$ cat src/design/gpv_pkg.sv
`timescale 1ns / 1ps
// Shared types, constants and state codes of the grid patch vertex generator.
// Depends on nothing; every other file of the block imports it.
package gpv_pkg;

   localparam int MAX_CELLS_DEF  = 256;
   localparam int INDEX_BITS_DEF = 24;
   localparam int ONE_Q16        = 65536;
   localparam int FADE_START_Q16 = 56361;   // 0.86 in Q16
   localparam int SMOOTH_K       = 196608;  // 3.0 in Q16

   localparam int QUOT_W = 17;
   localparam int DIVD_W = 24;
   localparam int DIVN_W = DIVD_W + QUOT_W;

   localparam int POS_W   = 24;
   localparam int CNT_W   = 9;
   localparam int COORD_W = 17;
   localparam int LEVEL_W = 4;
   localparam int EXT_W   = 23;
   localparam int IDX_W   = 24;
   localparam int CSR_W   = 24;
   localparam int CSR_A_W = 3;
   localparam int Q_DEPTH = 2;

   // Corner pick per vertex, bit k for vertex k
   localparam logic [5:0] PICK_U = 6'b010110;
   localparam logic [5:0] PICK_V = 6'b110100;

   typedef enum logic [CSR_A_W-1:0] {
      REG_MIN_X, REG_MAX_X, REG_MIN_Z, REG_MAX_Z,
      REG_COLUMNS, REG_ROWS, REG_LEVEL, REG_OUTER
   } csr_index_type;

   typedef struct packed {
      logic signed [POS_W-1:0] min_x;
      logic signed [POS_W-1:0] max_x;
      logic signed [POS_W-1:0] min_z;
      logic signed [POS_W-1:0] max_z;
      logic [CNT_W-1:0]        columns;
      logic [CNT_W-1:0]        rows;
      logic [LEVEL_W-1:0]      level;
      logic [EXT_W-1:0]        outer;
   } cfg_type;

   typedef struct packed {
      logic [COORD_W-1:0] u0;
      logic [COORD_W-1:0] u1;
      logic [COORD_W-1:0] v0;
      logic [COORD_W-1:0] v1;
      logic               new_mesh;
   } cell_type;

   typedef struct packed {
      logic              start;
      logic [DIVN_W-1:0] dividend;
      logic [DIVD_W-1:0] divisor;
   } div_req_type;

   typedef struct packed {
      logic              done;
      logic [QUOT_W-1:0] quotient;
   } div_rsp_type;

   typedef struct packed {
      logic push;
      logic pop;
      logic full;
      logic empty;
   } queue_ctl_type;

   typedef enum logic [1:0] {F_IDLE, F_START, F_WAIT, F_PUSH} front_state_type;

   typedef enum logic [2:0] {
      B_IDLE, B_MUL, B_POS, B_DIV, B_SQ, B_CUBE, B_OUT
   } back_state_type;

endpackage

$ cat src/design/gpv_queue.sv
`timescale 1ns / 1ps
// Two-entry cell queue between the front and back halves.
// Depends on gpv_pkg for the cell record.
module gpv_queue (
   input  logic              clock,
   input  logic              reset,
   input  logic              push,
   input  logic              pop,
   input  gpv_pkg::cell_type wr_data,
   output gpv_pkg::cell_type rd_data,
   output logic              full,
   output logic              empty
);
   import gpv_pkg::*;

   cell_type   mem_ff [Q_DEPTH];
   logic       wptr_ff, rptr_ff;
   logic [1:0] count_ff;

   always_ff @(posedge clock) begin
      if (reset) begin
         wptr_ff  <= 1'b0;
         rptr_ff  <= 1'b0;
         count_ff <= '0;
      end else begin
         if (push) wptr_ff <= ~wptr_ff;
         if (pop)  rptr_ff <= ~rptr_ff;
         count_ff <= count_ff + {1'b0, push} - {1'b0, pop};
      end
   end

   always_ff @(posedge clock) begin
      if (push) mem_ff[wptr_ff] <= wr_data;
   end

   assign rd_data = mem_ff[rptr_ff];
   assign full    = count_ff == 2'(Q_DEPTH);
   assign empty   = count_ff == 2'd0;

endmodule

$ cat config.mk
export PLATFORM = sky130hd
export DESIGN_NAME = gpv_queue
export DESIGN_NICKNAME = d
export VERILOG_FILES = /design/src/design/gpv_pkg.sv /design/src/design/gpv_queue.sv
export SDC_FILE = /design/constraint.sdc
export NUM_CORES = 1
export LEC_CHECK = 0
export BUFFER_PORTS_ARGS = -buffer_cell sky130_fd_sc_hd__buf_2
export CAP_MARGIN = 10
export CORE_AREA = 2 2 136 85
export DETAILED_ROUTE_END_ITERATION = 16
export DIE_AREA = 0 0 138 87
export HOLD_SLACK_MARGIN = 0.02
export PLACE_DENSITY = 0.85
export SLEW_MARGIN = 0
export SYNTH_ARGS = -nofsm -noshare
export SYNTH_HDL_FRONTEND = slang
export SYNTH_SLANG_ARGS = --single-unit
$ cat constraint.sdc
create_clock -name clock -period 6.2 [get_ports clock]
set_input_delay 1.24 -clock clock [delete_from_list [all_inputs] [get_ports clock]]
set_output_delay 1.24 -clock clock [all_outputs]
set_load 0.1 [all_outputs]
=== Yosys cells after proc, flatten, opt, wreduce, memory -nomap -nowiden ===
Memory sizes are Yosys's and may differ from the RTL's. A register that Yosys moved wholly into a read port is not among the register bits.
Cells that the tools add are included.
W data, S select, Z words.

* Register bits: 4
* Memory bits (writable): 138
* Bits of input ports: 73
* Output and inout port bits: 71
* Logic and storage cells: 14
* Memories: 1

* Add/sub/neg operators: 2
* Equality and inequality tests: 1
* Mux-type cells: 4
* Bitwise logic cells: 2
* Reduce and logical (&&, ||, !) cells: 1

{| class="wikitable"
|+ Memories
! name !! depth !! width !! rd ports !! clocked after Yosys merged registers in !! write ports !! line !! RTL
|-
| mem_ff || 2 || 69 || 1 || 1 || 1 || gpv_queue.sv:16 || <nowiki>cell_type mem_ff [Q_DEPTH];</nowiki>
|}

{| class="wikitable"
|+ Operators with widths
! operator !! number
|-
| $mux W1 || 4
|-
| $add A2 B1 Y2 || 1
|-
| $eq A2 B2 Y1 const B || 1
|-
| $logic_not A2 Y1 || 1
|-
| $not A1 Y1 || 2
|-
| $sub A2 B1 Y2 || 1
|}

=== Logic depth before layout (Yosys ltp) ===
Gate-level depths: netlist of the first run.

* Word-level depth: 3
* Mapped depth: 6
* Gate-level depth less buffers: 6

=== Least setup slack after synthesis of the first run ===
Ideal clock, no wire load.

* Path kind: in2reg
* Start point: input port push
* End point: memory mem_ff[0][0] (netlist bit), enable pin
* Library setup time: 0.505 ns
* Arrival: 4.268 ns
* Data required time: 5.695 ns
* Slack: 1.427 ns
* Stages on the path: 1
* Path buffers: 0
* Cell sequence: nor2b_1

* Word-level cells in the longest chain between the ends: 2

{| class="wikitable"
|+ Ends and longest elaborated chain
! what !! line !! RTL
|-
| start: declaration || gpv_queue.sv:7 || <nowiki>input logic push,</nowiki>
|-
| $mux W1 || gpv_queue.sv:33 || <nowiki>if (push) mem_ff[wptr_ff] <= wr_data;</nowiki>
|-
| $mux W1 (not written as such) || gpv_queue.sv:33 ||
|-
| end: declaration || gpv_queue.sv:16 ||
|}

Every way passes these cells.

==> impl_results.md, run 1 <==
- Run status: finished, final reports clean
- DR iter-0 viols: roughly 150
- Placed instance area: ~0.0061 sq mm
- Ys Warns: 0
- Final Slew Violations: 0
- Detailed-route via count: ~2.7k
- Main synth FF type: edfxtp_1
- Number of post-CTS setup repair buffers: 0
- Total negative slack: 0 ns
- Die Y: approximately 87 um
- Most frequent cells in the layout: buf_2, edfxtp_1, mux2_2, clkbuf_16, mux2_4
- Clock skew: between 0.007 and 0.008 ns
- Count of state elements after synthesis: 143
- HPWL Detailed: 5.711 mm
- TritonCTS buffer count: 17
- Sw frac: 30.89%
- VDD IR max: 0.2785 mV
- Seq pwr share: ~41%
- Design area: about 0.0067 sq mm
- Post-synth EDFFs: between 100 and 150
- PostCTS Resize Cnt: 0
- CTS root buffer: clkbuf_16
- Cts hold-fix bufs: 0
- Port bufs: between 100 and 150
- 1st-pass router iterations: 4
- Setup crit end kind: output pin
- Pwr/cell area: approximately 420 mW/mm^2
- DRC viols: 0
- Fin crit share: between 50% and 60%
- Die ar.: approximately 0.012 sq mm
- WL/cell: roughly 16 um
- Clk buf depth: 2
- First-pass GRT wire length: ~14 mm
- Post-synthesis cell area: roughly 0.0052 sq mm
- Slew headroom: between 30% and 40%
- Htree depth: 4
- Initial Util: around 48%
- Final wirelength: 8.979 mm
- Die width: about 140 um
- Row count: 30
- FFs w/ async S/R, synth: 0%
- Min Clock Period, post-route: roughly 3.4 ns
- Register area: 0.004248 sq mm
- Vias in the first global route: 2,907
- Syn_nets: 311
- Tightest Pin Transition: approximately 0.96 ns
- Internal power: slightly below 2 mW
- Hold/Removal Path Class: reg -> reg
- Layout area overhead: 28.26%
- Clock share of power: roughly 38%
- Commonest non-fill, non-tap cell in the layout: buf_2
- Seq/Total Area, Yosys: roughly four fifths
- N_diodes: 0
- Total GRT Usage: 15.44%
- Cell variety after synth: 14
- Total core area: around 0.011 sq mm
- Max frequency: 0.2930 GHz
- Worst-path fanout max: 69
- Critical path class: reg -> out
- CTS tree: built
- Initial antenna violation count: 1
- Share of layout cells above drive strength 1: 60.64%
- Reg clk slew, reported paths: 0.06 ns
- Clock Sinks: approximately 140
- Final-report hold violation count: 0
- Largest net degree at the start of global routing: 70
- Max-Cap Viols: 0
- Detail Route Antenna Nets: 0
- Setup violators final: 0
- Sw Pwr: around 0.87 mW
- Syn Area/Cell: between 20 and 25 sq um
- DR vias/cell: 4.858
- GRT overflow: 0
- Clk Latency, worst-skew pair: approximately 0.40 ns
- I/O pin count: about 140
- Mapped Cells: between 200 and 250
- Worst Path Required: slightly below 5 ns
- GP Congestion: 0.7580
- RSZ-0062 raised after global routing: no
- Combinational power share: a little over a fifth
- Pleak: roughly 2.6 nW
- Final nets: ~470
- Critical Path Start Type: register
- Fillers: 782
- Area taken by multi-input logic gates: just over 900 sq um
- Worst EP arrival: roughly 2.2 ns
==> cells in the mapped netlist (2+ instances only) <==
library cell	number	area (sq um)
edfxtp_1	138	4144
mux2_2	59	664.4
mux2_4	10	150.1
buf_2	5	25.02
dfxtp_1	5	100.1
nor2_1	5	18.77
nor2b_1	3	18.77
buf_6	2	22.52
ha_1	2	25.02
inv_1	2	7.510
xnor2_1	2	17.52
==> worst max-delay path, cell delays in order (launching register included) <==
cell,delay (ns)
dfxtp_4,0.97
mux2_2,0.33
buf_2,0.43
==> final timing paths <==
path / cells after the start / slack [ns] / startpoint / to
worst max-delay path: 2 / 2.79 / register / rd_data[29]
worst min-delay path: 2 / 0.52 / rptr_ff / register
worst max register to register: 2 / 4.12 / wptr_ff / mem_ff[0][7]
worst min register to register: 2 / 0.52 / rptr_ff / register
==> registers in the layout, summed over array words and instances (netlist names), named ones only <==
name,flops
count_ff,2
wptr_ff,1
rptr_ff,1
mem_ff,138
==> kinds of logic after synthesis <==
logic type	count (synthesis)	share of synthesized area, %
XOR/XNOR	3	0.7645
adder cells (fa/ha/maj)	2	0.4777
buffers and inverters	10	1.338
flip-flops	143	81.03
multiplexers	69	15.55
AND/OR/NAND/NOR	9	0.8363
==> area by class of cell <==
type | instances | area share (%)
sequential | 143 | 63.23
multi-input combinational | 83 | 13.89
timing repair buffer | 144 | 10.77
clock buffer | 22 | 6.910
tap | 144 | 2.682
clock inverter | 10 | 2.403
inverter | 2 | 0.1118
==> routing by layer <==
metal  up-vias  GRT usage (%)  share of wire [%]
met4         2          6.215               0.89
met5         -              0               0.14
met1      1305          18.58                 43
li1       1239              -                  -
met3        10          6.927                7.7
met2       106          24.80                 49
==> through the flow <==
stage	setup slack, ns	utilization, %	hold WS (ns)	cells	total power, mW
global route	2.680	61.71	0.5560	548	2.897
finish	2.787	61.71	0.5152	548	2.807
detailed placement	3.028	55.97	0.4963	516	1.773
global placement	3.075	55.97	0.4952	516	1.763
floorplan	1.427	-	0.4799	236	1.680
CTS	2.761	61.71	0.5158	548	2.836
==> power groups by stage <==
| stage | logic [mW] | clock network [mW] | registers [mW] |
|---|---|---|---|
| after floorplan | 0.517 | 0 | 1.16 |
| after global placement | 0.585 | 0 | 1.18 |
| after detailed placement | 0.590 | 0 | 1.18 |
| after CTS | 0.592 | 1.08 | 1.16 |
| after global routing | 0.607 | 1.12 | 1.17 |
| final | 0.588 | 1.06 | 1.16 |
No activity file was read; power rests on OpenSTA's default activity.
==> run 2: changes to the inputs <==
ABC_AREA = 1   (was default)
CORE_AREA = 2 2 140 87   (was 2 2 136 85)
DIE_AREA = 0 0 142 89   (was 0 0 138 87)
clock period = 3 ns   (was 6.2 ns; I/O delays follow)
==> run 2 against run 1 <==
Net effect: worst setup slack lost 2.4 ns; power grew 93%; register-to-register slack lost 2.5 ns; core utilization shrank 2.1 points; clock skew shrank 0.0028 ns; global-route usage grew 0.48 points; first-iteration DRC count shrank 4.1%; die area grew 5.3%; non-clock buffer count grew 3; synthesized cell count grew 4.2%; sequential share of layout area grew 0.24 points.
==> impl_results.md, run 2 <==
- TritonCTS buffer count: 17
- Synth area leaders: edfxtp_1, mux2_2, mux2_4
- Largest family of logic cells by synthesized area: multiplexers
- Slew headroom: around 63%
- CP Capture Point: rd_data[10]
- Max frequency: between 0.3 and 0.4 GHz
- Die ar.: about 0.013 sq mm
- Wire length on met2: roughly 4.5 mm
- Most frequent cells in the layout: buf_2, edfxtp_1, mux2_2, clkbuf_16, mux2_4
- DR iter-0 viols: roughly 140
- Crit-path leading delay family: flip-flops
- Die width: between 100 and 150 um
- Commonest cells post-synth: edfxtp_1, mux2_2, mux2_4
- Post-synthesis adder-cell area fraction: less than 1%
- Mapped Cells: roughly 250
- R2R Setup Slk: roughly 1.6 ns
- Critical path class: reg -> out
- Min Clock Period, post-route: 2.642 ns
- Synth Area in Compound Gates: 0.09542%
- Commonest non-fill, non-tap cell in the layout: buf_2
- Top-count cell post-synth: edfxtp_1
- Max-Cap Viols: 0
- Clock skew: ~0.0043 ns
- Initial antenna violation count: 2
- Post-synth EDFFs: 138
- Worst Path Buf+Inv: 2
- Top-area cell type share of the netlist area: between 70% and 80%
- CTS root buffer: clkbuf_16
- PostCTS Resize Cnt: 0
- Main synth FF type: edfxtp_1
- CTS tree: built
- Vias in the first global route: about 2.9k
- Ys Warns: 0
- Worst EP arrival: approximately 2 ns
- Seq/Total Area, Yosys: between 80% and 90%
- Synth area leader: edfxtp_1
- Met3 WL: 865 um
- Top reg by flops: mem_ff
- 1st-pass router iterations: 4
- Setup violators final: 0
- Total GRT Usage: between 10% and 20%
- FFs w/ async S/R, synth: 0%
- Port bufs: between 100 and 150
- Worst r2r src: wptr_ff
- Row count: 30
- Reg clk slew, reported paths: 0.06 ns
- Final wirelength: between 9 and 10 mm
- Number of post-CTS setup repair buffers: 0
- Fin crit share: approximately nine tenths
- Initial Util: approximately 47%
- Tightest Pin Transition: approximately 0.55 ns
- Layout area overhead: 27.60%
- Clk buf depth: 2
- Post-Synth Simple-Gate Area: approximately 1.0%
- Delay of the slowest critical-path stage: slightly above 0.6 ns
- Cts hold-fix bufs: 0
- Hold/Removal Path Class: in -> reg
- Detailed-route via count: approximately 2.8k
- Syn_nets: 321
- RSZ-0062 raised after global routing: no
- Post-synthesis cell area: 0.005245 sq mm
- Htree depth: 4
- Detail Route Antenna Nets: 0
- Largest regs: mem_ff (138), count_ff (2)
- Non-filler cells, final: around 560
- Run status: finished, final reports clean
- DR vias/cell: between 4 and 5
- Count of state elements after synthesis: 143
- Pleak: approximately 2.6 nW
- Post-Synth XOR/XNOR Area: less than 1%
- VDD IR max: around 0.54 mV
- Worst path depth: 3
- Finished Core Util: 59.63%
- Worst-path fanout max: 41
- Total negative slack: 0 ns
- Top Metal Used: met5
- Die Y: just under 90 um
- Met1 wire length: ~4.4 mm
- Setup crit end kind: output pin
- Pwr/cell area: ~810 mW/mm^2
- Dpl cells: ~530
- Largest net degree at the start of global routing: 70
- DRC viols: 0
- I/O pin count: approximately 140
- WL/cell: around 17 um
- Worst Path Required: about 2.4 ns
- GRT overflow: 0
- Total core area: 0.01122 sq mm
- Clock Sinks: 143
- Max reg flops: 138
- Clk Latency, worst-skew pair: around 0.41 ns
- First-pass GRT wire length: 14.62 mm
- Cells along the critical path: buf_12 > mux2_2 > buf_2
- Worst Reg2Reg Path Length in Cells: 3
- Syn Area/Cell: about 21 sq um
- Worst R2R End: mem_ff[1][52]
- Cell variety after synth: 15
- Mux cell area share after synthesis: about 16%
- HPWL Detailed: between 6 and 7 mm
- Final-report hold violation count: 0
- GP Congestion: roughly 0.76
- CP max-delay cell: dfxtp_4
- Final Slew Violations: 0
- Final nets: around 480
- Share of layout cells above drive strength 1: 59.23%
- Critical Path Start Type: register
==> run 2: worst register-to-register path, cell delays in order, from the launching register on <==
cell     delay (ns)
dfxtp_1        0.39
nand2_1        0.09
inv_2          0.06
buf_4          0.45
==> run 2: cells by family (layout without fill, tap and decap cells) <==
group,after synthesis,in the layout
simple gates,14,14
compound gates,1,1
xor+xnor,1,1
fa+ha+maj,2,2
buf+inv,16,187
flops,143,143
mux,69,69
other cells,0,1
==> run 2: final cells by class <==
type	count	area, sq um
fill	828	4531
sequential	143	4248
multi-input combinational	87	915.9
timing repair buffer	147	770.7
clock buffer	17	425.4
tap	144	180.2
clock inverter	15	120.1
inverter	8	30.03
antenna	1	2.502
==> run 2: power by group <==
part	switching (mW)	total (mW)	internal, mW	leakage, nW
sequential	0.0433	2.36	2.31	1.34
combinational	0.928	1.15	0.225	0.972
clock	0.782	1.91	1.13	0.256
total	1.75	5.42	3.67	2.57
==> run 2: worst min path at each step <==
stage                    end        start  slack, ns  cells after the start
6_report       mem_ff[0][27]  wr_data[27]       0.38                      1
5_1_grt         mem_ff[1][9]   wr_data[9]       0.36                      1
4_1_cts        mem_ff[0][27]  wr_data[27]       0.36                      1
3_5_place_dp         rptr_ff      rptr_ff       0.52                      2
3_3_place_gp         rptr_ff      rptr_ff       0.50                      2
2_1_floorplan       register      rptr_ff       0.48                      2
==> run 2: per-layer routing <==
layer  GRT usage [%]  up-vias
met2           25.69      117
met5               0        -
met4           6.273        2
met3           7.284       12
met1           19.06     1360
li1                -     1272
==> run 2: stage by stage <==
step,hold slack [ns],setup WS (ns),total power [mW],instance area (sq um)
finish,0.3810,0.3578,5.423,6693
global route,0.3589,0.2537,5.590,6690
CTS,0.3630,0.3167,5.473,6690
detailed placement,0.5159,0.7682,3.554,6145
global placement,0.5023,0.7870,3.531,6145
floorplan,0.4799,0.1642,3.360,5248
