[src/design/gpv_pkg.sv]
`timescale 1ns / 1ps
// Shared types, constants and state codes of the grid patch vertex generator.
// Depends on nothing; every other file of the block imports it.
package gpv_pkg;

   localparam int MAX_CELLS_DEF  = 256;
   localparam int INDEX_BITS_DEF = 24;
   localparam int ONE_Q16        = 65536;
   localparam int FADE_START_Q16 = 56361;   // 0.86 in Q16
   localparam int SMOOTH_K       = 196608;  // 3.0 in Q16

   localparam int QUOT_W = 17;
   localparam int DIVD_W = 24;
   localparam int DIVN_W = DIVD_W + QUOT_W;

   localparam int POS_W   = 24;
   localparam int CNT_W   = 9;
   localparam int COORD_W = 17;
   localparam int LEVEL_W = 4;
   localparam int EXT_W   = 23;
   localparam int IDX_W   = 24;
   localparam int CSR_W   = 24;
   localparam int CSR_A_W = 3;
   localparam int Q_DEPTH = 2;

   // Corner pick per vertex, bit k for vertex k
   localparam logic [5:0] PICK_U = 6'b010110;
   localparam logic [5:0] PICK_V = 6'b110100;

   typedef enum logic [CSR_A_W-1:0] {
      REG_MIN_X, REG_MAX_X, REG_MIN_Z, REG_MAX_Z,
      REG_COLUMNS, REG_ROWS, REG_LEVEL, REG_OUTER
   } csr_index_type;

   typedef struct packed {
      logic signed [POS_W-1:0] min_x;
      logic signed [POS_W-1:0] max_x;
      logic signed [POS_W-1:0] min_z;
      logic signed [POS_W-1:0] max_z;
      logic [CNT_W-1:0]        columns;
      logic [CNT_W-1:0]        rows;
      logic [LEVEL_W-1:0]      level;
      logic [EXT_W-1:0]        outer;
   } cfg_type;

   typedef struct packed {
      logic [COORD_W-1:0] u0;
      logic [COORD_W-1:0] u1;
      logic [COORD_W-1:0] v0;
      logic [COORD_W-1:0] v1;
      logic               new_mesh;
   } cell_type;

   typedef struct packed {
      logic              start;
      logic [DIVN_W-1:0] dividend;
      logic [DIVD_W-1:0] divisor;
   } div_req_type;

   typedef struct packed {
      logic              done;
      logic [QUOT_W-1:0] quotient;
   } div_rsp_type;

   typedef struct packed {
      logic push;
      logic pop;
      logic full;
      logic empty;
   } queue_ctl_type;

   typedef enum logic [1:0] {F_IDLE, F_START, F_WAIT, F_PUSH} front_state_type;

   typedef enum logic [2:0] {
      B_IDLE, B_MUL, B_POS, B_DIV, B_SQ, B_CUBE, B_OUT
   } back_state_type;

endpackage

[src/design/gpv_if.sv]
`timescale 1ns / 1ps
// Request and response channel interfaces of the grid patch vertex generator.
// Depends on gpv_pkg for field widths.
interface gpv_req_if;
   import gpv_pkg::*;
   logic valid;
   logic ready;
   logic [7:0] cell_col;
   logic [7:0] cell_row;
   logic       new_mesh;
   modport source (output valid, cell_col, cell_row, new_mesh, input ready);
   modport sink   (input valid, cell_col, cell_row, new_mesh, output ready);
endinterface


[src/design/gpv_div.sv]
`timescale 1ns / 1ps
// Restoring divider, one quotient bit per cycle, 17-bit quotient.
// Depends on gpv_pkg; the caller guarantees the quotient fits in 17 bits.
module gpv_div (
   input  logic                 clock,
   input  logic                 reset,
   input  gpv_pkg::div_req_type req,
   output gpv_pkg::div_rsp_type rsp
);
   import gpv_pkg::*;

   logic              busy_ff, done_ff;
   logic [4:0]        cnt_ff;
   logic [DIVD_W-1:0] rem_ff, rem_in, div_ff;
   logic [QUOT_W-1:0] q_ff;
   logic [DIVD_W:0]   trial;
   logic              ge;

   assign trial  = {rem_ff, q_ff[QUOT_W-1]};
   assign ge     = trial >= {1'b0, div_ff};
   assign rem_in = ge ? DIVD_W'(trial - {1'b0, div_ff}) : DIVD_W'(trial);

   always_ff @(posedge clock) begin
      if (reset) begin
         busy_ff <= 1'b0;
         done_ff <= 1'b0;
         cnt_ff  <= '0;
      end else begin
         done_ff <= 1'b0;
         if (req.start) begin
            busy_ff <= 1'b1;
            cnt_ff  <= '0;
         end else if (busy_ff) begin
            cnt_ff <= cnt_ff + 5'd1;
            if (cnt_ff == 5'(QUOT_W - 1)) begin
               busy_ff <= 1'b0;
               done_ff <= 1'b1;
            end
         end
      end
   end

   always_ff @(posedge clock) begin
      if (req.start) begin
         rem_ff <= req.dividend[DIVN_W-1:QUOT_W];
         q_ff   <= req.dividend[QUOT_W-1:0];
         div_ff <= req.divisor;
      end else if (busy_ff) begin
         rem_ff <= rem_in;
         q_ff   <= {q_ff[QUOT_W-2:0], ge};
      end
   end

   assign rsp.done     = done_ff;
   assign rsp.quotient = q_ff;

endmodule

[src/design/gpv_front.sv]
`timescale 1ns / 1ps
// Front half: accepts a cell, clamps it and divides out its four patch coordinates.
// Depends on gpv_pkg, gpv_if and gpv_div.
module gpv_front #(
   parameter int MAX_CELLS = gpv_pkg::MAX_CELLS_DEF
) (
   input  logic                   clock,
   input  logic                   reset,
   gpv_req_if.sink                req_chan,
   input  gpv_pkg::cfg_type       cfg,
   input  logic                   q_full,
   output logic                   q_push,
   output gpv_pkg::cell_type      q_data
);
   import gpv_pkg::*;

   front_state_type  state_ff, state_in;
   logic [1:0]       op_ff, op_in;
   logic [CNT_W-1:0] col_ff, row_ff, nc_ff, nr_ff, nc, nr, col_c, row_c;
   cell_type         cell_ff;
   div_req_type      dreq;
   div_rsp_type      drsp;
   logic [CNT_W-1:0] num, den;
   logic             accept;

   function automatic logic [CNT_W-1:0] sat_count(input logic [CNT_W-1:0] n);
      logic [CNT_W-1:0] r;
      r = n;
      if (n == '0) r = CNT_W'(1);
      else if (32'(n) > MAX_CELLS) r = CNT_W'(MAX_CELLS);
      return r;
   endfunction

   assign nc     = sat_count(cfg.columns);
   assign nr     = sat_count(cfg.rows);
   assign col_c  = ({1'b0, req_chan.cell_col} >= nc) ? nc - CNT_W'(1) : {1'b0, req_chan.cell_col};
   assign row_c  = ({1'b0, req_chan.cell_row} >= nr) ? nr - CNT_W'(1) : {1'b0, req_chan.cell_row};
   assign accept = req_chan.valid && req_chan.ready;

   always_comb begin
      unique case (op_ff)
         2'd0:    begin num = col_ff;             den = nc_ff; end
         2'd1:    begin num = col_ff + CNT_W'(1); den = nc_ff; end
         2'd2:    begin num = row_ff;             den = nr_ff; end
         default: begin num = row_ff + CNT_W'(1); den = nr_ff; end
      endcase
   end

   always_comb begin
      state_in         = state_ff;
      op_in            = op_ff;
      req_chan.ready   = 1'b0;
      q_push           = 1'b0;
      dreq.start       = 1'b0;
      dreq.dividend    = DIVN_W'({num, 16'b0}) + DIVN_W'(den >> 1);
      dreq.divisor     = DIVD_W'(den);
      unique case (state_ff)
         F_IDLE: begin
            req_chan.ready = 1'b1;
            op_in          = 2'd0;
            if (req_chan.valid) state_in = F_START;
         end
         F_START: begin
            dreq.start = 1'b1;
            state_in   = F_WAIT;
         end
         F_WAIT: begin
            if (drsp.done) begin
               op_in    = op_ff + 2'd1;
               state_in = (op_ff == 2'd3) ? F_PUSH : F_START;
            end
         end
         F_PUSH: begin
            if (!q_full) begin
               q_push   = 1'b1;
               state_in = F_IDLE;
            end
         end
         default: state_in = F_IDLE;
      endcase
   end

   always_ff @(posedge clock) begin
      if (reset) begin
         state_ff <= F_IDLE;
         op_ff    <= '0;
      end else begin
         state_ff <= state_in;
         op_ff    <= op_in;
      end
   end

   always_ff @(posedge clock) begin
      if (accept) begin
         col_ff           <= col_c;
         row_ff           <= row_c;
         nc_ff            <= nc;
         nr_ff            <= nr;
         cell_ff.new_mesh <= req_chan.new_mesh;
      end
      if (state_ff == F_WAIT && drsp.done) begin
         unique case (op_ff)
            2'd0:    cell_ff.u0 <= drsp.quotient;
            2'd1:    cell_ff.u1 <= drsp.quotient;
            2'd2:    cell_ff.v0 <= drsp.quotient;
            default: cell_ff.v1 <= drsp.quotient;
         endcase
      end
   end

   assign q_data = cell_ff;

   gpv_div u_div (.clock(clock), .reset(reset), .req(dreq), .rsp(drsp));

endmodule

[src/flat_wrapper.sv]
// flat-port wrapper written by rule: the top's interface ports become plain ports
module gpv_front_flat import gpv_pkg::*;
#(
   parameter int MAX_CELLS = gpv_pkg::MAX_CELLS_DEF
)
  (clock, reset, cfg, q_full, q_push, q_data, req_chan_valid, req_chan_cell_col, req_chan_cell_row, req_chan_new_mesh, req_chan_ready);
  gpv_req_if req_chan_i ();
  input  logic clock;
  input  logic reset;
  input  gpv_pkg::cfg_type cfg;
  input  logic q_full;
  output logic q_push;
  output gpv_pkg::cell_type q_data;
  input wire logic [$bits(req_chan_i.valid)-1:0] req_chan_valid;
  input wire logic [$bits(req_chan_i.cell_col)-1:0] req_chan_cell_col;
  input wire logic [$bits(req_chan_i.cell_row)-1:0] req_chan_cell_row;
  input wire logic [$bits(req_chan_i.new_mesh)-1:0] req_chan_new_mesh;
  output wire logic [$bits(req_chan_i.ready)-1:0] req_chan_ready;
  assign req_chan_i.valid = req_chan_valid;
  assign req_chan_i.cell_col = req_chan_cell_col;
  assign req_chan_i.cell_row = req_chan_cell_row;
  assign req_chan_i.new_mesh = req_chan_new_mesh;
  assign req_chan_ready = req_chan_i.ready;
  gpv_front #(.MAX_CELLS(MAX_CELLS)) u_core (.clock(clock), .reset(reset), .req_chan(req_chan_i), .cfg(cfg), .q_full(q_full), .q_push(q_push), .q_data(q_data));
endmodule
[config.mk]
export PLATFORM = sky130hd
export DESIGN_NAME = gpv_front_flat
export DESIGN_NICKNAME = d
export VERILOG_FILES = /design/src/design/gpv_pkg.sv /design/src/design/gpv_if.sv /design/src/design/gpv_div.sv /design/src/design/gpv_front.sv /design/src/flat_wrapper.sv
export SDC_FILE = /design/constraint.sdc
export NUM_CORES = 1
export LEC_CHECK = 0
export BUFFER_PORTS_ARGS = -buffer_cell sky130_fd_sc_hd__buf_2
export CAP_MARGIN = 20
export CORE_ASPECT_RATIO = 0.8
export CORE_MARGIN = 2
export CORE_UTILIZATION = 36
export DETAILED_ROUTE_END_ITERATION = 6
export GPL_ROUTABILITY_DRIVEN = 0
export PLACE_DENSITY = 0.66
export SLEW_MARGIN = 20
export SYNTH_ARGS = -nofsm -noshare
export SYNTH_HDL_FRONTEND = slang
export SYNTH_SLANG_ARGS = --single-unit
[constraint.sdc]
create_clock -name clock -period 5.9 [get_ports clock]
set_clock_uncertainty 0.1 [all_clocks]
set_input_delay 0 -clock clock [delete_from_list [all_inputs] [get_ports clock]]
set_output_delay 0 -clock clock [all_outputs]
set_load 0.1 [all_outputs]
# Word level (Yosys, flattened, before mapping)
# Index checks and enable logic that the tools add are counted.
# op_classes
add_sub_neg	8
n_lt_le_gt_ge	5
eq_ne	10
mux	28
bitwise	2
reduce_logical	18
# ops
op	n
$mux W24	3
$mux W9	5
$mux W17	2
$pmux W9 S3	1
$add A25 B8 Y26	1
$ge A25 B9 Y1	1
$sub A24 B9 Y24	1
$add A9 B1 Y9 const B	2
$ge A8 B9 Y1	2
$gt A9 B9 Y1 const B	2
$logic_not A9 Y1	2
$sub A9 B1 Y9 const B	2
$mux W8	2
$mux W2	5
$reduce_and A2 Y1	5
$eq A2 B2 Y1 const B	4
$mux W1	8
$pmux W2 S4	1
$ne A2 B2 Y1 const B	3
$reduce_or A3 Y1	2
$add A5 B1 Y5 const B	1
$eq A5 B5 Y1 const B	1
$eq A2 B1 Y1 const B	2
$logic_not A2 Y1	2
7 further kinds	11
# word_totals
reg_bits	166
inputBits	162
output_inout_bits	71

# Longest topological paths before layout
# Gate-level depths: netlist of the first run.
# logic_depth
depth_word	5
ltp_mapped	13
ltp_nobuf	12

# Cells and area by module
# From an unflattened synthesis of the first run, not the netlist that was laid out.
# hier_totals
cells_unflattened	775
area_unflattened_um2	9484.1
# by_module_without_submodules
mod	n_inst	cells_per_inst	area_per_inst_um2	seq_area_each_um2
gpv_front	1	392	5114.9	3233.1
gpv_div	1	383	4369.2	2092.0

# Worst setup path after synthesis of the first run
# OpenSTA, ideal clock, no wires.
# synth_path
path_type	reg-to-reg
from	reg u_core.state_ff[0]
to	reg u_core.col_ff[0] (enable)
setup_ns	0.398
arrival_time_ns	2.884
required_time_ns	5.402
slack_ns	2.518
path_stages_with_launch	4
n_path_buf	1
synth_period_minus_slack_ns	3.382
cell_sequence	dfxtp_1 -> clkbuf_1 -> nor2_1 -> and2_1
# synth_via
elab_chain_len	3
# synth_lines
element	line	text
start: declaration	gpv_front.sv:17	front_state_type state_ff, state_in;
start signal: assignment	gpv_front.sv:88	state_ff <= state_in;
$logic_not A2 Y1	gpv_front.sv:57	unique case (state_ff)
$mux W1	gpv_front.sv:57	
net req_chan_ready	flat_wrapper.sv:18	output wire logic [$bits(req_chan_i.ready)-1:0] req_chan_ready;
$logic_and A1 B1 Y1	gpv_front.sv:38	assign accept = req_chan.valid && req_chan.ready;
net u_core.accept	gpv_front.sv:24	logic accept;
end signal: assignment	gpv_front.sv:95	col_ff <= col_c;
end: declaration	gpv_front.sv:19	logic [CNT_W-1:0] col_ff, row_ff, nc_ff, nr_ff, nc, nr, col_c, row_c;
# The timed path passes the listed nets, and every way through them passes these cells.
# A chain may end at the register's enable or synchronous reset.

# Worst setup path in the final report of the first run
# layout_path
from	in cfg[39] (netlist bit)
to	reg u_core.col_ff[3], data pin
# layout_via
elab_chain_len	5
# layout_lines
element	line	text
start: declaration	flat_wrapper.sv:10	input gpv_pkg::cfg_type cfg;
$gt A9 B9 Y1	gpv_front.sv:30	else if (32'(n) > MAX_CELLS) r = CNT_W'(MAX_CELLS);
$mux W9	gpv_front.sv:30	
$mux W9 *	gpv_front.sv:29	if (n == '0) r = CNT_W'(1);
net u_core.nc[0]	gpv_front.sv:19	
$sub A9 B1 Y9 / $ge A8 B9 Y1 (equally long branches)	gpv_front.sv:36	assign col_c = ({1'b0, req_chan.cell_col} >= nc) ? nc - CNT_W'(1) : {1'b0, req_chan.cell_col};
$mux W8 *	gpv_front.sv:36	
net u_core.col_c[3]	gpv_front.sv:19	
# Mark *: on every way through the listed nets, which the timed path passes. The rest lies on a longest branch.

==> results of run 1 <==
worst paths after layout:
path	from	end	slack, ns	cells past startpoint
worst min-delay path	req_chan_new_mesh	u_core.q_data[0]$_DFFE_PP_	0.19	2
worst max register to register	u_core.u_div.rem_ff[11]$_SDFFCE_PP0P_	u_core.u_div.rem_ff[4]$_DFFE_PP_	2.76	6
worst min register to register	u_core.u_div.cnt_ff[4]$_SDFFE_PP0P_	u_core.u_div.cnt_ff[4]$_SDFFE_PP0P_	0.42	2
worst max-delay path	cfg[39]	u_core.col_ff[3]$_DFFE_PP_	2.45	15
metal layers:
layer / wire (um) / global-route usage / vias to the layer above
met5: 0 / 0 / -
met4: 210 / 0.0513 / 0
met3: 925 / 0.0353 / 14
met2: 6760 / 0.217 / 165
met1: 8620 / 0.216 / 2554
li1: - / - / 2644
cells in the final DEF (no fill, tap or decap), types with 5 or more instances in the layout:
master and n:
a21oi_1 29, a31oi_1 7, and2_1 14, buf_2 109, clkbuf_16 17, dfxtp_1 11
dlygate4sd3_1 40, edfxtp_1 155, ha_1 35, inv_1 40, inv_8 6, mux2_2 25
mux2i_1 10, nand2_1 62, nand2b_1 14, nand3_1 9, nand4_1 8, nor2_1 31
nor2b_1 8, nor3_1 16, o211ai_1 5, o21ai_0 10, o21ai_1 8, o31ai_1 5
or3_1 12, or4_1 7, xnor2_1 19, xor2_1 9
flip-flops by register name, indices dropped and copies added, names as in the netlist, 5 cells and up:
| name | cells |
|---|---|
| u_core.q_data | 69 |
| u_core.u_div.rem_ff | 24 |
| u_core.u_div.q_ff | 17 |
| u_core.col_ff | 9 |
| u_core.nc_ff | 9 |
| u_core.nr_ff | 9 |
| u_core.row_ff | 9 |
| u_core.u_div.div_ff | 9 |
| u_core.u_div.cnt_ff | 5 |
cells by family after synthesis:
| logic type | count (synthesis) |
|---|---|
| muxes | 36 |
| AOI/OAI and AO/OA | 98 |
| and+or+nand+nor | 203 |
| adders and majority gates | 36 |
| DFF | 166 |
| xor gates and xnor gates | 28 |
| buffers and inverters | 64 |
per-stage QoR:
step	setup WS, ns	utilization	hold WS [ns]
floorplan	2.52	-	-0.0309
global placement	2.83	0.404	0.0782
detailed placement	2.82	0.404	0.0824
finish	2.45	0.450	0.189
CTS	2.46	0.450	0.167
global route	2.22	0.450	0.202
area by class of cell:
class                      count  area, um^2
timing repair buffer         152         968
fill                        1926       11900
tap                          275         344
sequential                   166        4870
inverter                      41         154
clock buffer                  18         429
multi-input combinational    401        2810
clock inverter                14         154
power by group through the flow:
stage | registers (mW) | clock network (mW) | logic [mW]
floorplan | 1.45 | 0 | 0.272
CTS | 1.44 | 1.12 | 0.378
global route | 1.45 | 1.17 | 0.425
finish | 1.44 | 1.10 | 0.379
detailed placement | 1.47 | 0 | 0.353
global placement | 1.47 | 0 | 0.348
worst max-delay path: stages:
cell and delay, ns:
dlygate4sd3_1 0.54, buf_2 0.15, nor4_1 0.36, nand2_1 0.12, nor2_1 0.10, o21ai_0 0.13, inv_1 0.13, ha_1 0.23
nand2b_1 0.14, a21o_1 0.18, a21oi_1 0.18, o211ai_1 0.12, o211a_1 0.26, mux2_2 0.33, dlygate4sd3_1 0.55
==> key figures, run 1 <==
Worst setup path
  • Critical path type: in -> reg
  • Worst setup EP type: register
  • Required @ worst endpoint: ~6.0 ns
  • Crit Path Max Fanout: 9
  • Critical Path AT: between 3 and 4 ns
  • Startpoint types: primary input

Placed design
  • PortBufs: about 110
  • Placed instance count: between 900 and 1k
  • HPWL Detailed: about 11,000 um
  • Cell Area, Placed: between 8000 and 9000 um^2

Final layout
  • Layout Cells excl Fill: around 1.1k
  • Final Cell Area: between 9000 and 10,000 um^2
  • Share of cells above drive strength 1: 0.231
  • Ant diodes: 0
  • Area Growth Syn to Fin: 22.7%
  • Final net count: about 980

Synth
  • Sequential share of the synthesized area: 0.615
  • Ys flop type: edfxtp_1
  • Post-synthesis compound-gate area fraction: 0.0817
  • Syn Nets: between 800 and 900
  • Post-synthesis async set-or-reset flop share: 0
  • Post-synth top cells: 155 x edfxtp_1, 62 x nand2_1, 40 x inv_1
  • Syn_area_per_cell: approximately 13 um^2
  • Yosys top cell by area: edfxtp_1
  • Number of synthesized flops with an enable pin: 155
  • Synth Area in Adders: 0.0578
  • Synth Cell Area: approximately 8000 um^2
  • Multiplexer area fraction after synthesis: 0.0496
  • Simple logic cell fraction of the synthesized area: 0.133
  • Cell with the most instances after synthesis: edfxtp_1
  • Post-synth top area share: 0.587
  • Flops & latches, synth: 166
  • Largest family of logic cells by synthesized area: simple AND/OR/NAND/NOR gates
  • Synth unique cells: just over 60
  • Xor/xnor share of the synthesized area: 0.0309
  • Most area-consuming cells after synthesis: edfxtp_1 59%, ha_1 5.5%, mux2_2 3.6%
  • Post-Syn Instances: approximately 630
  • Yosys warnings: 0

STA
  • Final hold violation count: 0
  • Max Clk Rate: between 200 and 300 MHz
  • Setup Viol. Count Final: 0
  • Part of the cycle the worst path needs: 0.584
  • Fin. max-slew vios: 0
  • Unrepaired setup endpoints after global routing: false
  • Setup_tns: 0 ns
  • Period minus WS final: ~3.4 ns
  • Slew margin rel.: 0.290
  • Tightest Pin Transition: 1.06 ns

Power and ir drop
  • Combinational Power Share: 0.130
  • Switching part of the total: 0.263
  • Worst vdd rail ir drop: slightly above 0.0002 V
  • Clock share of power: 0.377
  • P_sw: 0.770 mW
  • Sequential Power Share: 0.493
  • Cell Int Power: ~2.2 mW
  • PwrDens: ~300 nW/um^2
  • Pleak: roughly 3.7 nW
  • Total chip power: roughly 3 mW

Drt
  • Residual DRC: 0
  • Pre-Repair DR Iteration Count: 5
  • Routed len/inst: 15.5 um
  • Via count: 5,377
  • Vias per cell: 5.04
  • Number of DRC markers in iteration 0: 395
  • DRT antenna net count: 0
  • Final Routed Wirelength: between 15,000 and 20,000 um

Clocking
  • Clk buf depth: 2
  • CTS tree: yes
  • Clock latency on the worst-skew pair: between 0.4 and 0.5 ns
  • Cts hold-fix bufs: 40
  • CTS resizes: 0
  • CTS Sinks: approximately 170
  • Clk pin slew, worst setup/hold paths: about 0.06 ns
  • H-Tree Depth: 4
  • Postcts setup bufs: 0
  • Clock Tree Root: clkbuf_16
  • Num CTS Buffers: 17

Floorplan
  • I/O pin count: 233
  • Core area: around 22,000 um^2
  • Die width: 170 um
  • Die Height: about 140 um
  • Initial Util: 0.367
  • Die area: about 23,000 um^2
  • # rows: 48

Global route
  • First-pass GRT wire length: 26,500 um
  • Total gr overflow: 0
  • Number of global-route vias before repair: between 5k and 6k
  • Global-route usage over all layers: 0.148
  • Initial antenna violation count: 0
  • Largest net degree at the start of global routing: 44

Outcome
  • Status: completed

Min path
  • Hold crit path type: in -> reg

Job
  • Max-cap violation count: 0
No activity file was read; power rests on OpenSTA's default activity.
==> run 2: changes to the inputs <==
- clock period: 5.9 -> 3.3 ns (I/O delays scaled with it)
==> run 2 against run 1 <==
Compared with the run above: register-to-register slack worse by 2.4 ns; combinational power is 83% higher; final area is 0.86% higher; non-clock buffer count is 13 higher; first-iteration DRC count is 28% higher; flip-flop and latch count stayed put; worst hold slack worse by 0.14 ns; final cell count is 1.2% higher; sequential power is 79% higher; die area stayed put; clock power is 68% higher; critical endpoint is now u_core.row_ff[7]$_DFFE_PP_.
==> key figures, run 2 (synthesis results as in run 1) <==
Worst setup path
  • Startpoint types: primary input (unchanged)
  • R2R Setup Slk: 0.37 ns (was 2.76 ns)
  • R2R Path End: u_core.u_div.rem_ff[13]$_SDFFCE_PP0P_ (was u_core.u_div.rem_ff[4]$_DFFE_PP_)
  • Crit Path Max Fanout: 9 (unchanged)
  • R2R cell count: 7 (was 6)
  • Critical path type: in -> reg (unchanged)
  • Worst setup EP type: register (unchanged)
  • R2R Path Start: u_core.u_div.rem_ff[6]$_DFFE_PP_ (was u_core.u_div.rem_ff[11]$_SDFFCE_PP0P_)
  • Required @ worst endpoint: 3.38 ns (was 5.98 ns)
  • Critical Path AT: 3.26 ns (was 3.52 ns)

Final layout
  • Share of cells above drive strength 1: 0.248 (was 0.231)
  • Most frequent cells in the layout: 155 x edfxtp_1, 109 x buf_2, 62 x nand2_1, 40 x inv_1, 40 x dlygate4sd3_1 (unchanged)
  • Final net count: 990 (was 977)
  • Max reg flops: 69 (unchanged)
  • Ant diodes: 0 (unchanged)
  • Area Growth Syn to Fin: 23.8% (was 22.7%)
  • Commonest non-fill, non-tap cell in the layout: edfxtp_1 (unchanged)
  • Layout Utilization: 0.454 (was 0.450)

Clocking
  • Clk pin slew, worst setup/hold paths: 0.07 ns (was 0.06 ns)
  • Num CTS Buffers: 17 (unchanged)
  • CTS tree: yes (unchanged)
  • Clock Tree Root: clkbuf_16 (unchanged)
  • CTS Sinks: 166 (unchanged)
  • H-Tree Depth: 4 (unchanged)
  • Clk buf depth: 2 (unchanged)
  • Clock latency on the worst-skew pair: 0.43 ns (was 0.44 ns)

Drt
  • DRT antenna net count: 0 (unchanged)
  • Residual DRC: 0 (unchanged)
  • Pre-Repair DR Iteration Count: 5 (unchanged)
  • Final Routed Wirelength: 17,100 um (was 16,500 um)
  • Via count: 5,435 (was 5,377)
  • Number of DRC markers in iteration 0: 506 (was 395)
  • Vias per cell: 5.03 (was 5.04)
  • Routed len/inst: 15.8 um (was 15.5 um)

Floorplan
  • Die width: 170 um (unchanged)
  • I/O pin count: 233 (unchanged)
  • # rows: 48 (unchanged)
  • Die area: 23,200 um^2 (unchanged)
  • Core area: 21,600 um^2 (unchanged)
  • Initial Util: 0.367 (unchanged)
  • Die Height: 137 um (unchanged)

Global route
  • Initial antenna violation count: 0 (unchanged)
  • First-pass GRT wire length: 26,800 um (was 26,500 um)
  • Total gr overflow: 0 (unchanged)
  • Number of global-route vias before repair: 5,136 (was 5,081)
  • Largest net degree at the start of global routing: 42 (was 44)
  • Global-route usage over all layers: 0.152 (was 0.148)

Min path
  • Hold depth: 4 (was 2)
  • Hold crit path type: in -> reg (unchanged)
  • Critical hold path startpoint: cfg[40] (was req_chan_new_mesh)
  • WHS Endpoint: u_core.col_ff[5]$_DFFE_PP_ (was u_core.q_data[0]$_DFFE_PP_)

STA
  • Final hold violation count: 0 (unchanged)
  • Fin. max-slew vios: 0 (unchanged)
  • Tightest Pin Transition: 0.559 ns (was 1.06 ns)
  • Slew margin rel.: 0.627 (was 0.290)
  • Setup Viol. Count Final: 0 (unchanged)
  • Smallest hold slack: 0.0443 ns (was 0.189 ns)
  • Part of the cycle the worst path needs: 0.963
  • Max Clk Rate: around 310 MHz
  • Period minus WS final: between 3 and 4 ns

Power and ir drop
  • Cell Int Power: 3.77 mW (was 2.15 mW)
  • Pleak: 3.73 nW (was 3.69 nW)
  • Combinational Power Share: 0.135 (was 0.130)
  • P_sw: 1.35 mW (was 0.770 mW)
  • Worst vdd rail ir drop: 0.000321 V (was 0.000207 V)
  • Switching part of the total: 0.264 (was 0.263)
  • Clock share of power: 0.361 (was 0.377)
  • PwrDens: 522 nW/um^2 (was 301 nW/um^2)
  • Sequential Power Share: 0.504 (was 0.493)

Placed design
  • HPWL Detailed: 11,600 um (was 11,200 um)
  • PortBufs: 109 (unchanged)

Outcome
  • Status: completed (unchanged)

Job
  • Max-cap violation count: 0 (unchanged)
==> run 2: how the worst max path moves through the flow <==
stage / startpoint / end / slack [ns] / cells after the start
2_1_floorplan: u_core.state_ff[0]$_SDFFE_PP0P_ / u_core.col_ff[0]$_DFFE_PP_ / 0.44 / 3
3_5_place_dp: u_core.u_div.rem_ff[6]$_DFFE_PP_ / u_core.u_div.rem_ff[13]$_SDFFCE_PP0P_ / 0.44 / 7
6_report: cfg[32] / u_core.row_ff[7]$_DFFE_PP_ / 0.12 / 15
3_3_place_gp: u_core.u_div.rem_ff[11]$_SDFFCE_PP0P_ / u_core.u_div.rem_ff[15]$_SDFFCE_PP0P_ / 0.49 / 6
5_1_grt: cfg[32] / u_core.row_ff[7]$_DFFE_PP_ / -0.04 / 15
4_1_cts: cfg[36] / u_core.col_ff[3]$_DFFE_PP_ / 0.03 / 15
==> run 2: power by group through the flow <==
| stage | combinational (mW) | clock [mW] | sequential, mW |
|---|---|---|---|
| 2_1_floorplan | 0.486 | 0 | 2.59 |
| 3_3_place_gp | 0.626 | 0 | 2.62 |
| 3_5_place_dp | 0.635 | 0 | 2.62 |
| 4_1_cts | 0.680 | 1.89 | 2.58 |
| 5_1_grt | 0.772 | 1.97 | 2.60 |
| 6_report | 0.692 | 1.85 | 2.58 |
==> run 2: area by class of cell <==
cell class,count,area (um^2)
clock buffer,18,429
clock inverter,14,118
fill,1921,11800
inverter,41,154
multi-input combinational,401,2830
sequential,166,4870
tap,275,344
timing repair buffer,165,1070
==> run 2: critical path, cell delays in order <==
cell,delay [ns]
dlygate4sd3_1,0.54
buf_2,0.14
nor3_1,0.16
nand2_1,0.15
nor3_2,0.13
o21ai_1,0.10
inv_1,0.11
ha_1,0.22
nand2b_1,0.14
a21o_1,0.18
a21oi_1,0.15
o211ai_1,0.14
o211a_4,0.22
mux2_1,0.32
dlygate4sd3_1,0.55
==> run 2: per-layer routing <==
layer  wire length [um]  global-route usage  share of wire  vias up
li1                   -                   -              -     2656
met1               8560               0.217           0.50     2572
met2               7250               0.224           0.42      188
met3               1070              0.0393          0.063       19
met4                209              0.0508          0.012        0
met5                  0                   0              0        -
==> run 2: timing repair <==
item                       in CTS  in global routing
setup endpoints to repair       0                  2
gates resized for setup         0                  8
hold buffers                   40                  0
buffers inserted                0                  2
hold endpoints to repair       45                  0
==> run 2: through the flow <==
stage          setup TNS [ns]  cell area [um^2]  power (mW)  setup slack [ns]  cells
5_1_grt               -0.0372              9810        5.34           -0.0372   1080
3_3_place_gp                0              8830        3.25             0.491   1006
3_5_place_dp                0              8830        3.26             0.439   1006
2_1_floorplan               0              7930        3.08             0.439    631
6_report                    0              9810        5.12             0.121   1080
4_1_cts                     0              9770        5.15            0.0296   1078
==> run 3: changes to the inputs <==
- CTS_BUF_LIST: not set -> sky130_fd_sc_hd__clkbuf_4 sky130_fd_sc_hd__clkbuf_8
- PLACE_DENSITY: 0.66 -> 0.65
- SYNTH_HIERARCHICAL: not set -> 1
==> run 3 against run 2 <==
Compared with the run above: final cell count increased by 26%; combinational power is 110% higher; clock power is 16% lower; count of clock-buffer cells in the layout decreased by 1; wire length increased by 16%; die area is 19% higher; fmax is 0.60% lower; register-to-register slack worse by 0.27 ns; critical path type is now reg -> reg; highest routed layer unchanged.
==> key figures, run 3 <==
Floorplan
  • Die width: 185 um (was 170 um)
  • Die area: 27,700 um^2 (was 23,200 um^2)
  • Die Height: 149 um (was 137 um)
  • Core area: 26,100 um^2 (was 21,600 um^2)
  • I/O pin count: 233 (unchanged)
  • Initial Util: 0.364 (was 0.367)
  • # rows: 53 (was 48)

Synth
  • Cell with the most instances after synthesis: edfxtp_1 (unchanged)
  • Yosys top cell by area: edfxtp_1 (unchanged)
  • Post-synthesis async set-or-reset flop share: 0 (unchanged)
  • Sequential share of the synthesized area: 0.561 (was 0.615)
  • Synth unique cells: 73 (was 62)
  • Syn_area_per_cell: 12.2 um^2 (was 12.6 um^2)
  • Ys flop type: edfxtp_1 (unchanged)
  • Most area-consuming cells after synthesis: edfxtp_1 54%, ha_1 6.5%, mux2_2 5.8% (was edfxtp_1 59%, ha_1 5.5%, mux2_2 3.6%)
  • Number of synthesized flops with an enable pin: 170 (was 155)
  • Post-synth top area share: 0.538 (was 0.587)
  • Flops & latches, synth: 181 (was 166)
  • Yosys warnings: 6 (was 0)
  • Post-synth top cells: 170 x edfxtp_1, 62 x inv_1, 56 x nand2_1 (was 155 x edfxtp_1, 62 x nand2_1, 40 x inv_1)
  • Post-Syn Instances: 775 (was 631)
  • Synth Cell Area: 9480 um^2 (was 7930 um^2)

Placed design
  • PortBufs: 109 (unchanged)
  • Placed instance count: 1,274 (was 1,006)
  • HPWL Detailed: 13,900 um (was 11,600 um)
  • Cell Area, Placed: 10,700 um^2 (was 8830 um^2)

Final layout
  • Final net count: 1,203 (was 990)
  • Max reg flops: 69 (unchanged)
  • Area Growth Syn to Fin: 23.2% (was 23.8%)
  • Layout Cells excl Fill: 1,361 (was 1,080)
  • Share of cells above drive strength 1: 0.255 (was 0.248)
  • Commonest non-fill, non-tap cell in the layout: edfxtp_1 (unchanged)
  • Final Cell Area: 11,700 um^2 (was 9810 um^2)
  • Ant diodes: 0 (unchanged)
  • Most frequent cells in the layout: 170 x edfxtp_1, 109 x buf_2, 62 x inv_1, 56 x nand2_1, 49 x mux2_2 (was 155 x edfxtp_1, 109 x buf_2, 62 x nand2_1, 40 x inv_1, 40 x dlygate4sd3_1)

Job
  • Max-cap violation count: 0 (unchanged)

STA
  • Smallest hold slack: 0.147 ns (was 0.0443 ns)
  • Fin. max-slew vios: 0 (unchanged)
  • Part of the cycle the worst path needs: 0.969 (was 0.963)
  • Setup Viol. Count Final: 0 (unchanged)
  • Slew margin rel.: 0.526 (was 0.627)
  • Period minus WS final: 3.20 ns (was 3.18 ns)
  • Tightest Pin Transition: 0.710 ns (was 0.559 ns)
  • Setup_tns: 0 ns (unchanged)
  • Max Clk Rate: 313 MHz (was 315 MHz)
  • Final hold violation count: 0 (unchanged)

Worst setup path
  • R2R cell count: 12 (was 7)
  • CP peak stage delay: 0.40 ns (was 0.55 ns)
  • Critical Path Start: u_core/u_div/q_ff[16]$_DFFE_PP_ (was cfg[32])
  • Startpoint types: register (was primary input)
  • CP cell instances: inv_1 > ha_2 > inv_1 > fa_1 > a21o_1 > a221oi_2 > o211ai_1 > a41o_1 > a31oi_2 > xnor2_1 > mux2_4 > mux2_2 (was dlygate4sd3_1 > buf_2 > nor3_1 > nand2_1 > nor3_2 > o21ai_1 > inv_1 > ha_1 > nand2b_1 > a21o_1 > a21oi_1 > o211ai_1 > o211a_4 > mux2_1 > dlygate4sd3_1)
  • Required @ worst endpoint: 3.43 ns (was 3.38 ns)
  • Critical Path AT: 3.33 ns (was 3.26 ns)
  • Slowest CP cell: edfxtp_1 (was dlygate4sd3_1)
  • Critical path type: reg -> reg (was in -> reg)
  • R2R Path End: u_core/u_div/rem_ff[20]$_DFFE_PP_ (was u_core.u_div.rem_ff[13]$_SDFFCE_PP0P_)
  • Most used cell, CP: inv_1 (was dlygate4sd3_1)
  • Crit path to: u_core/u_div/rem_ff[20]$_DFFE_PP_ (was u_core.row_ff[7]$_DFFE_PP_)
  • R2R Setup Slk: 0.10 ns (was 0.37 ns)
  • Worst setup EP type: register (unchanged)
  • Crit Path Max Fanout: 4 (was 9)
  • R2R Path Start: u_core/u_div/q_ff[16]$_DFFE_PP_ (was u_core.u_div.rem_ff[6]$_DFFE_PP_)

Power and ir drop
  • Worst vdd rail ir drop: 0.000288 V (was 0.000321 V)
  • Pleak: 4.68 nW (was 3.73 nW)
  • PwrDens: 501 nW/um^2 (was 522 nW/um^2)

Drt
  • Routed len/inst: 14.5 um (was 15.8 um)
  • Residual DRC: 0 (unchanged)
  • Vias per cell: 4.87 (was 5.03)
  • Final Routed Wirelength: 19,800 um (was 17,100 um)
  • Number of DRC markers in iteration 0: 424 (was 506)
  • Pre-Repair DR Iteration Count: 5 (unchanged)
  • DRT antenna net count: 0 (unchanged)
  • Via count: 6,627 (was 5,435)

Global route
  • Number of global-route vias before repair: 6,293 (was 5,136)
  • First-pass GRT wire length: 31,400 um (was 26,800 um)
  • Global-route usage over all layers: 0.146 (was 0.152)
  • Total gr overflow: 0 (unchanged)
  • Initial antenna violation count: 0 (unchanged)
  • Largest net degree at the start of global routing: 86 (was 42)

Clocking
  • CTS Sinks: 181 (was 166)
  • Clk pin slew, worst setup/hold paths: 0.11 ns (was 0.07 ns)
  • Clk buf depth: 2 (unchanged)
  • Clock Tree Root: clkbuf_8 (was clkbuf_16)
  • H-Tree Depth: 4 (unchanged)
  • Clock latency on the worst-skew pair: 0.47 ns (was 0.43 ns)
  • Num CTS Buffers: 17 (unchanged)
  • CTS tree: yes (unchanged)

Min path
  • Hold crit path type: in -> reg (unchanged)
  • Hold depth: 5 (was 4)

Outcome
  • Status: completed (unchanged)
[run 3: routing by layer]
metal / routed length (um) / GRT usage / vias up
met5: 0 / 0 / -
met4: 197 / 0.0325 / 0
met3: 1040 / 0.0322 / 20
met2: 8800 / 0.228 / 182
met1: 9720 / 0.207 / 3167
li1: - / - / 3258
[run 3: final cells by class]
cell class	instances	area, um^2
multi-input combinational	540	3960
clock inverter	15	211
inverter	62	233
tap	357	447
sequential	181	5330
timing repair buffer	189	1270
clock buffer	17	234
fill	2411	14400
[run 3: worst min path at each step]
stage	from	end	slack, ns
final	cfg[29]	u_core/nr_ff[0]$_DFFE_PP_	0.15
after global routing	req_chan_new_mesh	u_core/q_data[0]$_DFFE_PP_	0.14
after CTS	req_chan_new_mesh	u_core/q_data[0]$_DFFE_PP_	0.10
after detailed placement	req_chan_new_mesh	u_core/q_data[0]$_DFFE_PP_	0.08
after global placement	req_chan_new_mesh	u_core/q_data[0]$_DFFE_PP_	0.08
after floorplan	reset	u_core/state_ff[1]$_SDFFE_PP0P_	-0.03
[run 3: kinds of logic (layout without fill, tap and decap cells)]
kind of cell,count (synthesis),after routing,synth area share
mux,71,71,0.0858
buf+inv,92,283,0.0398
simple gates,208,208,0.113
xor+xnor,30,30,0.0277
compound gates,142,142,0.105
fa+ha+maj,50,50,0.0668
other cells,1,39,0.000395
flops,181,181,0.561
[run 3: through the flow]
| stage | utilization | total power, mW | setup WS [ns] |
|---|---|---|---|
| 2_1_floorplan | - | 3.91 | 0.0256 |
| 3_3_place_gp | 0.410 | 4.21 | 0.0786 |
| 3_5_place_dp | 0.410 | 4.24 | 0.0258 |
| 4_1_cts | 0.444 | 5.86 | -0.00339 |
| 5_1_grt | 0.448 | 6.18 | -0.0237 |
| 6_report | 0.448 | 5.85 | 0.102 |
[run 3: report_power, final]
group	switching, mW	internal, mW	total [mW]
Clock	0.948	0.603	1.55
Sequential	0.110	2.75	2.86
Combinational	0.721	0.723	1.44
Total	1.78	4.08	5.85
[run 3: critical path: cells and delay by family, from the launching register on]
kind,cells,cell delay (ns)
buffers and inverters,2,0.15
DFF,1,0.40
xor gates and xnor gates,1,0.09
AOI/OAI and AO/OA,5,1.15
muxes,2,0.51
adders and majority gates,2,0.56
[run 3: what timing repair did]
| item | in CTS | in global routing |
|---|---|---|
| setup buffers | 0 | 11 |
| cloned | 0 | 0 |
| endpoints found under the hold margin | 48 | 0 |
| pin swaps | 1 | 10 |
| gates resized for setup | 1 | 5 |
| setup endpoints to repair | 1 | 14 |
| hold buffers | 44 | 0 |
